===== src/rtl/assert_macros.svh =====
// Assertion shorthands shared by the RTL of the heap unit.
// Every macro samples on clk and is disabled while rst is high.
`ifndef ASSERT_MACROS_SVH
`define ASSERT_MACROS_SVH

// Condition that must hold at every sampled edge.
`define ASSERT_ALWAYS(lbl, expr, msg) \
  lbl: assert property (@(posedge clk) disable iff (rst) (expr)) else $error(msg);

// Same-cycle implication.
`define ASSERT_IMPLY(lbl, ante, cons, msg) \
  lbl: assert property (@(posedge clk) disable iff (rst) (ante) |-> (cons)) else $error(msg);

// Next-cycle implication.
`define ASSERT_NEXT(lbl, ante, cons, msg) \
  lbl: assert property (@(posedge clk) disable iff (rst) (ante) |=> (cons)) else $error(msg);

`endif


===== src/rtl/bmh_pkg.sv =====
// Shared types and constants for the binary min-heap unit.
// No dependencies; used by bmh_ctrl, bmh_dpath and binary_min_heap_unit.
`timescale 1ns / 1ps

package bmh_pkg;

  localparam int KEY_W      = 32;
  localparam int CNT_HELD_W = 7;

  localparam logic MODE_PUSH = 1'b0;
  localparam logic MODE_POP  = 1'b1;

  typedef struct packed {
    logic                    mode;
    logic signed [KEY_W-1:0] key_in;
  } in_item_t;

  typedef struct packed {
    logic signed [KEY_W-1:0] key_out;
    logic                    full_drop;
    logic                    empty_pop;
    logic [CNT_HELD_W-1:0]   count_held;
  } out_item_t;

  // controller -> datapath
  typedef struct packed {
    logic accept;    // take the input beat, start the item
    logic pop_load;  // capture root and last entry after a pop
    logic up_read;   // sift up: fetch parent (or finish at root)
    logic up_cmp;    // sift up: compare and move
    logic dn_read;   // sift down: fetch both children (or finish at leaf)
    logic dn_cmp;    // sift down: compare and move
    logic load_out;  // load the result register
  } ctrl_cmd_t;

  // datapath -> controller
  typedef struct packed {
    logic is_push;
    logic full;
    logic empty;
    logic count_zero;
    logic at_root;
    logic no_child;
    logic up_move;
    logic dn_move;
    logic out_free;
  } dp_status_t;

endpackage


===== src/rtl/bmh_dpath.sv =====
// Datapath of the heap unit: key store, sift position, held key, count, result register.
// Depends on bmh_pkg and assert_macros.svh; driven by bmh_ctrl commands.
`timescale 1ns / 1ps
`include "assert_macros.svh"

module bmh_dpath #(
  parameter int HEAP_DEPTH = 64
) (
  input  logic               clk,
  input  logic               rst,
  input  bmh_pkg::in_item_t  item,
  input  bmh_pkg::ctrl_cmd_t cmd,
  output bmh_pkg::dp_status_t st,
  output logic               result_valid,
  input  logic               result_ready,
  output bmh_pkg::out_item_t result
);

  localparam int AW = (HEAP_DEPTH > 1) ? $clog2(HEAP_DEPTH) : 1;
  localparam int CW = $clog2(HEAP_DEPTH + 1);
  localparam int LW = AW + 2;  // room for 2*pos+2

  logic signed [bmh_pkg::KEY_W-1:0] mem [HEAP_DEPTH];
  logic signed [bmh_pkg::KEY_W-1:0] rd_a, rd_b;
  logic signed [bmh_pkg::KEY_W-1:0] hold;
  logic signed [bmh_pkg::KEY_W-1:0] key_res;
  logic signed [bmh_pkg::KEY_W-1:0] pick_key;
  logic signed [bmh_pkg::KEY_W-1:0] wdata;
  logic                             full_r, empty_r;
  logic [CW-1:0]                    count;
  logic [CW-1:0]                    cnt_m1;
  logic [CW+bmh_pkg::CNT_HELD_W-1:0] cnt_wide;
  logic [AW-1:0]                    pos, parent, ra, rb, waddr;
  logic [LW-1:0]                    pos_ext, cnt_ext, lchild, rchild, pick_idx;
  logic                             r_ok, pick_right, we;

  assign pos_ext  = LW'(pos);
  assign cnt_ext  = LW'(count);
  assign lchild   = (pos_ext << 1) + LW'(1);
  assign rchild   = lchild + LW'(1);
  assign parent   = (pos - AW'(1)) >> 1;
  assign cnt_m1   = count - CW'(1);
  assign r_ok     = rchild < cnt_ext;
  // left child wins ties
  assign pick_right = r_ok && (rd_b < rd_a);
  assign pick_key   = pick_right ? rd_b : rd_a;
  assign pick_idx   = pick_right ? rchild : lchild;

  always_comb begin
    st.is_push    = (item.mode == bmh_pkg::MODE_PUSH);
    st.full       = (count == CW'(HEAP_DEPTH));
    st.empty      = (count == '0);
    st.count_zero = (count == '0);
    st.at_root    = (pos == '0);
    st.no_child   = (lchild >= cnt_ext);
    st.up_move    = (hold < rd_a);
    st.dn_move    = (pick_key < hold);
    st.out_free   = !result_valid || result_ready;
  end

  // read addresses: idle default fetches root and last entry for a pop
  always_comb begin
    ra = '0;
    rb = cnt_m1[AW-1:0];
    if (cmd.up_read) begin
      ra = parent;
    end else if (cmd.dn_read) begin
      ra = lchild[AW-1:0];
      rb = rchild[AW-1:0];
    end
  end

  // single write port: either a moved key or the held key at its final slot
  always_comb begin
    we    = 1'b0;
    waddr = pos;
    wdata = hold;
    if (cmd.up_read && st.at_root) begin
      we = 1'b1;
    end else if (cmd.up_cmp) begin
      we = 1'b1;
      if (st.up_move) begin
        wdata = rd_a;
      end
    end else if (cmd.dn_read && st.no_child) begin
      we = 1'b1;
    end else if (cmd.dn_cmp) begin
      we = 1'b1;
      if (st.dn_move) begin
        wdata = pick_key;
      end
    end
  end

  always_ff @(posedge clk) begin
    if (we) begin
      mem[waddr] <= wdata;
    end
    rd_a <= mem[ra];
    rd_b <= mem[rb];
  end

  always_ff @(posedge clk) begin
    if (cmd.accept) begin
      full_r  <= st.is_push && st.full;
      empty_r <= !st.is_push && st.empty;
      key_res <= '0;
      if (st.is_push && !st.full) begin
        hold <= item.key_in;
        pos  <= count[AW-1:0];
      end else if (!st.is_push && !st.empty) begin
        pos <= '0;
      end
    end
    if (cmd.pop_load) begin
      key_res <= rd_a;
      hold    <= rd_b;
    end
    if (cmd.up_cmp && st.up_move) begin
      pos <= parent;
    end
    if (cmd.dn_cmp && st.dn_move) begin
      pos <= pick_idx[AW-1:0];
    end
  end

  always_ff @(posedge clk) begin
    if (rst) begin
      count <= '0;
    end else if (cmd.accept) begin
      if (st.is_push && !st.full) begin
        count <= count + CW'(1);
      end else if (!st.is_push && !st.empty) begin
        count <= cnt_m1;
      end
    end
  end

  assign cnt_wide = (CW + bmh_pkg::CNT_HELD_W)'(count);

  always_ff @(posedge clk) begin
    if (rst) begin
      result_valid <= 1'b0;
    end else if (cmd.load_out) begin
      result_valid <= 1'b1;
    end else if (result_ready) begin
      result_valid <= 1'b0;
    end
  end

  always_ff @(posedge clk) begin
    if (cmd.load_out) begin
      result.key_out    <= key_res;
      result.full_drop  <= full_r;
      result.empty_pop  <= empty_r;
      result.count_held <= cnt_wide[bmh_pkg::CNT_HELD_W-1:0];
    end
  end

  `ASSERT_ALWAYS(a_count_bound, count <= CW'(HEAP_DEPTH), "entry count above depth")
  `ASSERT_IMPLY(a_dn_pos, cmd.dn_read, LW'(pos) < cnt_ext, "sift down past last entry")
  `ASSERT_IMPLY(a_up_pos, cmd.up_cmp, pos != '0, "sift up compare at root")

endmodule


===== src/rtl/bmh_ctrl.sv =====
// Sequencer of the heap unit: one-hot FSM that steps push/pop sifts.
// Depends on bmh_pkg and assert_macros.svh; commands bmh_dpath.
`timescale 1ns / 1ps
`include "assert_macros.svh"

module bmh_ctrl (
  input  logic                clk,
  input  logic                rst,
  input  logic                item_valid,
  output logic                item_ready,
  input  bmh_pkg::dp_status_t st,
  output bmh_pkg::ctrl_cmd_t  cmd
);

  typedef enum logic [6:0] {
    S_IDLE   = 7'b0000001,
    S_POP_LD = 7'b0000010,
    S_UP_RD  = 7'b0000100,
    S_UP_CMP = 7'b0001000,
    S_DN_RD  = 7'b0010000,
    S_DN_CMP = 7'b0100000,
    S_RESULT = 7'b1000000
  } state_t;

  state_t state, state_next;

  assign item_ready = (state == S_IDLE);

  always_comb begin
    cmd        = '0;
    state_next = state;
    unique case (state)
      S_IDLE: begin
        cmd.accept = item_valid;
        if (item_valid) begin
          if (st.is_push) begin
            state_next = st.full ? S_RESULT : S_UP_RD;
          end else begin
            state_next = st.empty ? S_RESULT : S_POP_LD;
          end
        end
      end
      S_POP_LD: begin
        cmd.pop_load = 1'b1;
        state_next   = st.count_zero ? S_RESULT : S_DN_RD;
      end
      S_UP_RD: begin
        cmd.up_read = 1'b1;
        state_next  = st.at_root ? S_RESULT : S_UP_CMP;
      end
      S_UP_CMP: begin
        cmd.up_cmp = 1'b1;
        state_next = st.up_move ? S_UP_RD : S_RESULT;
      end
      S_DN_RD: begin
        cmd.dn_read = 1'b1;
        state_next  = st.no_child ? S_RESULT : S_DN_CMP;
      end
      S_DN_CMP: begin
        cmd.dn_cmp = 1'b1;
        state_next = st.dn_move ? S_DN_RD : S_RESULT;
      end
      S_RESULT: begin
        cmd.load_out = st.out_free;
        if (st.out_free) begin
          state_next = S_IDLE;
        end
      end
      default: begin
        state_next = S_IDLE;
      end
    endcase
  end

  always_ff @(posedge clk) begin
    if (rst) begin
      state <= S_IDLE;
    end else begin
      state <= state_next;
    end
  end

  `ASSERT_ALWAYS(a_state_onehot, $onehot(state), "state not one-hot")
  `ASSERT_NEXT(a_accept_busy, item_valid && item_ready, state != S_IDLE, "accept did not start work")
  `ASSERT_NEXT(a_pop_sift, state == S_POP_LD && !st.count_zero, state == S_DN_RD, "pop skipped sift down")

endmodule


===== src/rtl/binary_min_heap_unit.sv =====
// Binary min-heap priority queue of signed 32-bit keys, HEAP_DEPTH entries deep.
// Each input beat (mode 0 push key_in, mode 1 pop) yields exactly one result beat
// carrying the popped minimum (zero on push), the full-drop and empty-pop flags,
// and the count held afterwards (low 7 bits). One item is worked at a time: a
// dropped push or empty pop goes straight to the result; a push sifts the new key
// up level by level from the first free slot, and a pop moves the last entry to
// the root and sifts it down level by level until it stops or reaches a leaf (a
// pop that takes the last key does no sift). Each level is one registered read
// and one compare/write on the key store.
// Depends on bmh_pkg, bmh_ctrl and bmh_dpath.
`timescale 1ns / 1ps

module binary_min_heap_unit #(
  parameter int HEAP_DEPTH = 64  // 2 .. 65536
) (
  input  logic               clk,
  input  logic               rst,
  // input channel
  input  logic               item_valid,
  output logic               item_ready,
  input  bmh_pkg::in_item_t  item,
  // result channel
  output logic               result_valid,
  input  logic               result_ready,
  output bmh_pkg::out_item_t result
);

  bmh_pkg::ctrl_cmd_t  cmd;  // per-cycle datapath operation
  bmh_pkg::dp_status_t st;   // compare results, bounds, output slot state

  // FSM: idle -> (pop load) -> sift up or sift down loop -> result
  bmh_ctrl u_ctrl (
    .clk        (clk),
    .rst        (rst),
    .item_valid (item_valid),
    .item_ready (item_ready),
    .st         (st),
    .cmd        (cmd)
  );

  // Key store with two registered read ports and one write port; the key being
  // sifted stays in a register and is written once at its final slot. The
  // result register lets the next beat be taken while a result waits.
  bmh_dpath #(
    .HEAP_DEPTH (HEAP_DEPTH)
  ) u_dpath (
    .clk          (clk),
    .rst          (rst),
    .item         (item),
    .cmd          (cmd),
    .st           (st),
    .result_valid (result_valid),
    .result_ready (result_ready),
    .result       (result)
  );

endmodule

===== config.mk =====
export PLATFORM = sky130hd
export DESIGN_NAME = binary_min_heap_unit
export DESIGN_NICKNAME = d
export VERILOG_FILES = /design/src/rtl/bmh_pkg.sv /design/src/rtl/bmh_dpath.sv /design/src/rtl/bmh_ctrl.sv /design/src/rtl/binary_min_heap_unit.sv
export VERILOG_INCLUDE_DIRS = /design/src /design/src/rtl
export SDC_FILE = /design/constraint.sdc
export NUM_CORES = 2
export LEC_CHECK = 0
export BUFFER_PORTS_ARGS = -buffer_cell sky130_fd_sc_hd__buf_2
export CAP_MARGIN = 30
export CELL_PAD_IN_SITES_DETAIL_PLACEMENT = 1
export CELL_PAD_IN_SITES_GLOBAL_PLACEMENT = 2
export CORE_ASPECT_RATIO = 0.75
export CORE_MARGIN = 2
export CORE_UTILIZATION = 44
export CTS_BUF_LIST = sky130_fd_sc_hd__clkbuf_8 sky130_fd_sc_hd__clkbuf_16
export CTS_CLUSTER_SIZE = 24
export DETAILED_ROUTE_END_ITERATION = 7
export PLACE_DENSITY_LB_ADDON = 0.08
export SKIP_LAST_GASP = 1
export SYNTH_ARGS = -nofsm -noshare
export SYNTH_HDL_FRONTEND = slang
export SYNTH_HIERARCHICAL = 1
export SYNTH_SLANG_ARGS = --single-unit

===== constraint.sdc =====
create_clock -name clk -period 12.9 [get_ports clk]
set_input_delay 2.58 -clock clk [delete_from_list [all_inputs] [get_ports clk]]
set_output_delay 2.58 -clock clk [all_outputs]
set_load 0.02 [all_outputs]

==> flow_summary.json <==
{
  "outcome": "complete, no violations",
  "design_area_sq_um": 120800,
  "register_area_sq_um": 66470,
  "layout-drive-gt1-share": 0.3099,
  "critPathSlowestCell": "edfxtp_1",
  "post_cts_resized": 0,
  "row_count": 157,
  "fp.dieW_um": 574.6,
  "antenna_left": 0,
  "synthToLayoutAreaGrowth_pct": 12.40,
  "coreArea_sq_um": 243400,
  "grt_max_degree": 113,
  "avgViaCountPerCell": 6.863,
  "n_fill_cell": 21818,
  "tightestPinTransition_ns": 1.178,
  "cp_max_fo": 64,
  "wl_per_cell_um": 42.71,
  "finalHoldViolCount": 0,
  "maxSlewViolCount": 0,
  "ys_types": 79,
  "synth-seq-cells": 2240,
  "synth_seq_area_share": 0.6188,
  "min_period_ns": 8.618,
  "track_usage": 0.3194,
  "rsz0062_at_grt": "no",
  "p_leak_nw": 41.19,
  "slowest_delay_ns": 0.75,
  "clock-sinks": 2240,
  "grt_pass1_wl_um": 544600,
  "end_kind": "flop",
  "critPathTopFamily": "simple AND/OR/NAND/NOR gates",
  "crit_top_cell": "buf_4",
  "start_util": 0.4414,
  "final.period_utilization": 0.6681,
  "grt_overflow_total": 0,
  "worst-endpoint-required_ns": 13.51,
  "synthTopCellsByArea": "edfxtp_1 60%, mux4_2 21%, mux2i_1 5.8%",
  "fmax_ghz": 0.1160,
  "powerDensity_nw_per_um2": 208.9,
  "cp-start-kind": "flop",
  "cts_hold_buf": 0,
  "grt_antenna_before_repair": 50,
  "drtIter0Drc": 9011,
  "synth_flop_cell": "edfxtp_1",
  "wl_um": 397800,
  "synth_nets": 5886,
  "worstPathArrival_ns": 9.22,
  "dp_hpwl_um": 237000,
  "vias": 63920,
  "firstDrtPassIters": 5,
  "final_common_cell": "edfxtp_1",
  "cts-buffers-inserted": 233,
  "worstSetupPathType": "reg2reg",
  "synth_area_sq_um": 107400,
  "synthCells": 5740,
  "cap_viol_max_count": 0,
  "tns_ns": 0,
  "portBuffers": 79,
  "insertion_delay_ns": 0.91,
  "clkTransAtPathRegs_ns": 0.07,
  "setup_viol_count_final": 0,
  "tritoncts": "done",
  "peakVddDrop_v": 0.0003131,
  "gp_congestion": 0.9421,
  "yosysTopAreaCell": "edfxtp_1",
  "drcViolationCount": 0,
  "holdCritPathClass": "reg2reg",
  "nets": 6006,
  "crit_chain": "nand3_1 > nor2_1 > xor2_1 > ha_1 > a21oi_1 > o21ai_0 > a31o_2 > a21o_1 > nor4_4 > buf_4 > mux2_2 > ha_1 > nand4_1 > nor4_1 > nand3_1 > or3_1 > nand2b_1 > o221a_2 > buf_12 > and3b_2 > buf_4 > a211oi_4 > buf_4",
  "fin_skew_ns": 0.04168,
  "async_flop_share": 0,
  "post_cts_buffers": 0,
  "io_pins": 80,
  "place_area_sq_um": 113200,
  "yosysTopAreaCellShare": 0.6041,
  "ys_warn_count": 6,
  "cts_root_buffer": "clkbuf_16",
  "syn_avg_cell_area_sq_um": 18.72,
  "h-tree-depth": 4,
  "maxSlewHeadroom": 0.2147,
  "r2r_slack_ns": 4.28,
  "fp.dieH_um": 431.9,
  "clockBufferDepth": 4,
  "synth-edff-count": 2161,
  "final_cell_mix": "2,161 x edfxtp_1, 1,024 x mux4_2, 622 x mux2i_1",
  "die_area_sq_um": 248200,
  "p_total_mw": 25.23,
  "critPathBufInv": 4,
  "grt_pass1_vias": 62669,
  "multi_input_area_sq_um": 39700
}
[stage by stage]
step	instances	hold slack, ns	setup WS (ns)	utilization
after floorplan	5740	0.4003	2.566	-
after global placement	8864	0.4030	3.815	0.4638
after detailed placement	8879	0.4057	4.520	0.4650
after CTS	9302	0.4207	4.459	0.4956
after global routing	9312	0.4250	4.144	0.4961
final	9314	0.4206	4.282	0.4961
[layer usage]
metal  GRT usage  vias up  share of wire
met2      0.4532     3655           0.43
met5           0        -        0.00035
met4     0.08319       20          0.027
met1      0.4937    35056           0.44
met3     0.07366      521           0.11
li1            -    24668              -
[final timing paths]
kind                   endpoint                start  depth (start not counted)
max reg2reg  u_dpath/mem[24][6]       u_dpath/pos[2]                         23
min          u_dpath/result[29]  u_dpath/key_res[20]                          0
max          u_dpath/mem[24][6]       u_dpath/pos[2]                         23
min reg2reg  u_dpath/result[29]  u_dpath/key_res[20]                          0
[cell usage after synthesis, types with 16 or more instances]
cell and number:
a211oi_1 275, a21o_1 17, a21oi_1 171, a311oi_1 22, a31oi_1 24, and2_1 57
buf_1 67, buf_2 141, clkbuf_1 232, dfxtp_1 79, edfxtp_1 2161, ha_1 109
inv_1 86, mux2_2 59, mux2i_1 623, mux4_2 1024, nand2_1 46, nand3_1 22
nand4_1 16, nor2_1 106, nor2b_1 132, o211ai_1 46, o21ai_0 42
[report_power, final]
part	switching [mW]	leakage, nW	total [mW]	internal [mW]
clock	2.94	3.82	6.74	3.81
sequential	0.182	20.1	8.60	8.42
combinational	6.12	17.3	9.89	3.76
total	9.24	41.2	25.2	16.0
[logic make-up after synthesis]
kind of cell    share of synthesized area
compound gates                    0.04250
xor+xnor                         0.001549
mux                                0.2793
fa+ha+maj                         0.01270
simple gates                      0.02458
buf+inv                           0.02055
flops                              0.6188
[state kept, by name, indices dropped and copies added (netlist names)]
signal,flops
u_dpath/empty_r,1
u_dpath/count,7
u_dpath/result,41
u_dpath/mem,2048
u_dpath/result_valid,1
u_dpath/hold,32
u_dpath/pos,6
u_dpath/rd_a,32
u_dpath/full_r,1
u_ctrl/state,7
u_dpath/rd_b,32
u_dpath/key_res,32
[final cells by class]
| type | count | area share |
|---|---|---|
| inverter | 86 | 0.002673 |
| timing repair buffer | 331 | 0.02258 |
| clock inverter | 188 | 0.01288 |
| antenna | 7 | 0.0001451 |
| tap | 3259 | 0.03377 |
| multi-input combinational | 2968 | 0.3287 |
| sequential | 2240 | 0.5505 |
| clock buffer | 235 | 0.04870 |
(Power assumes the default switching activity.)
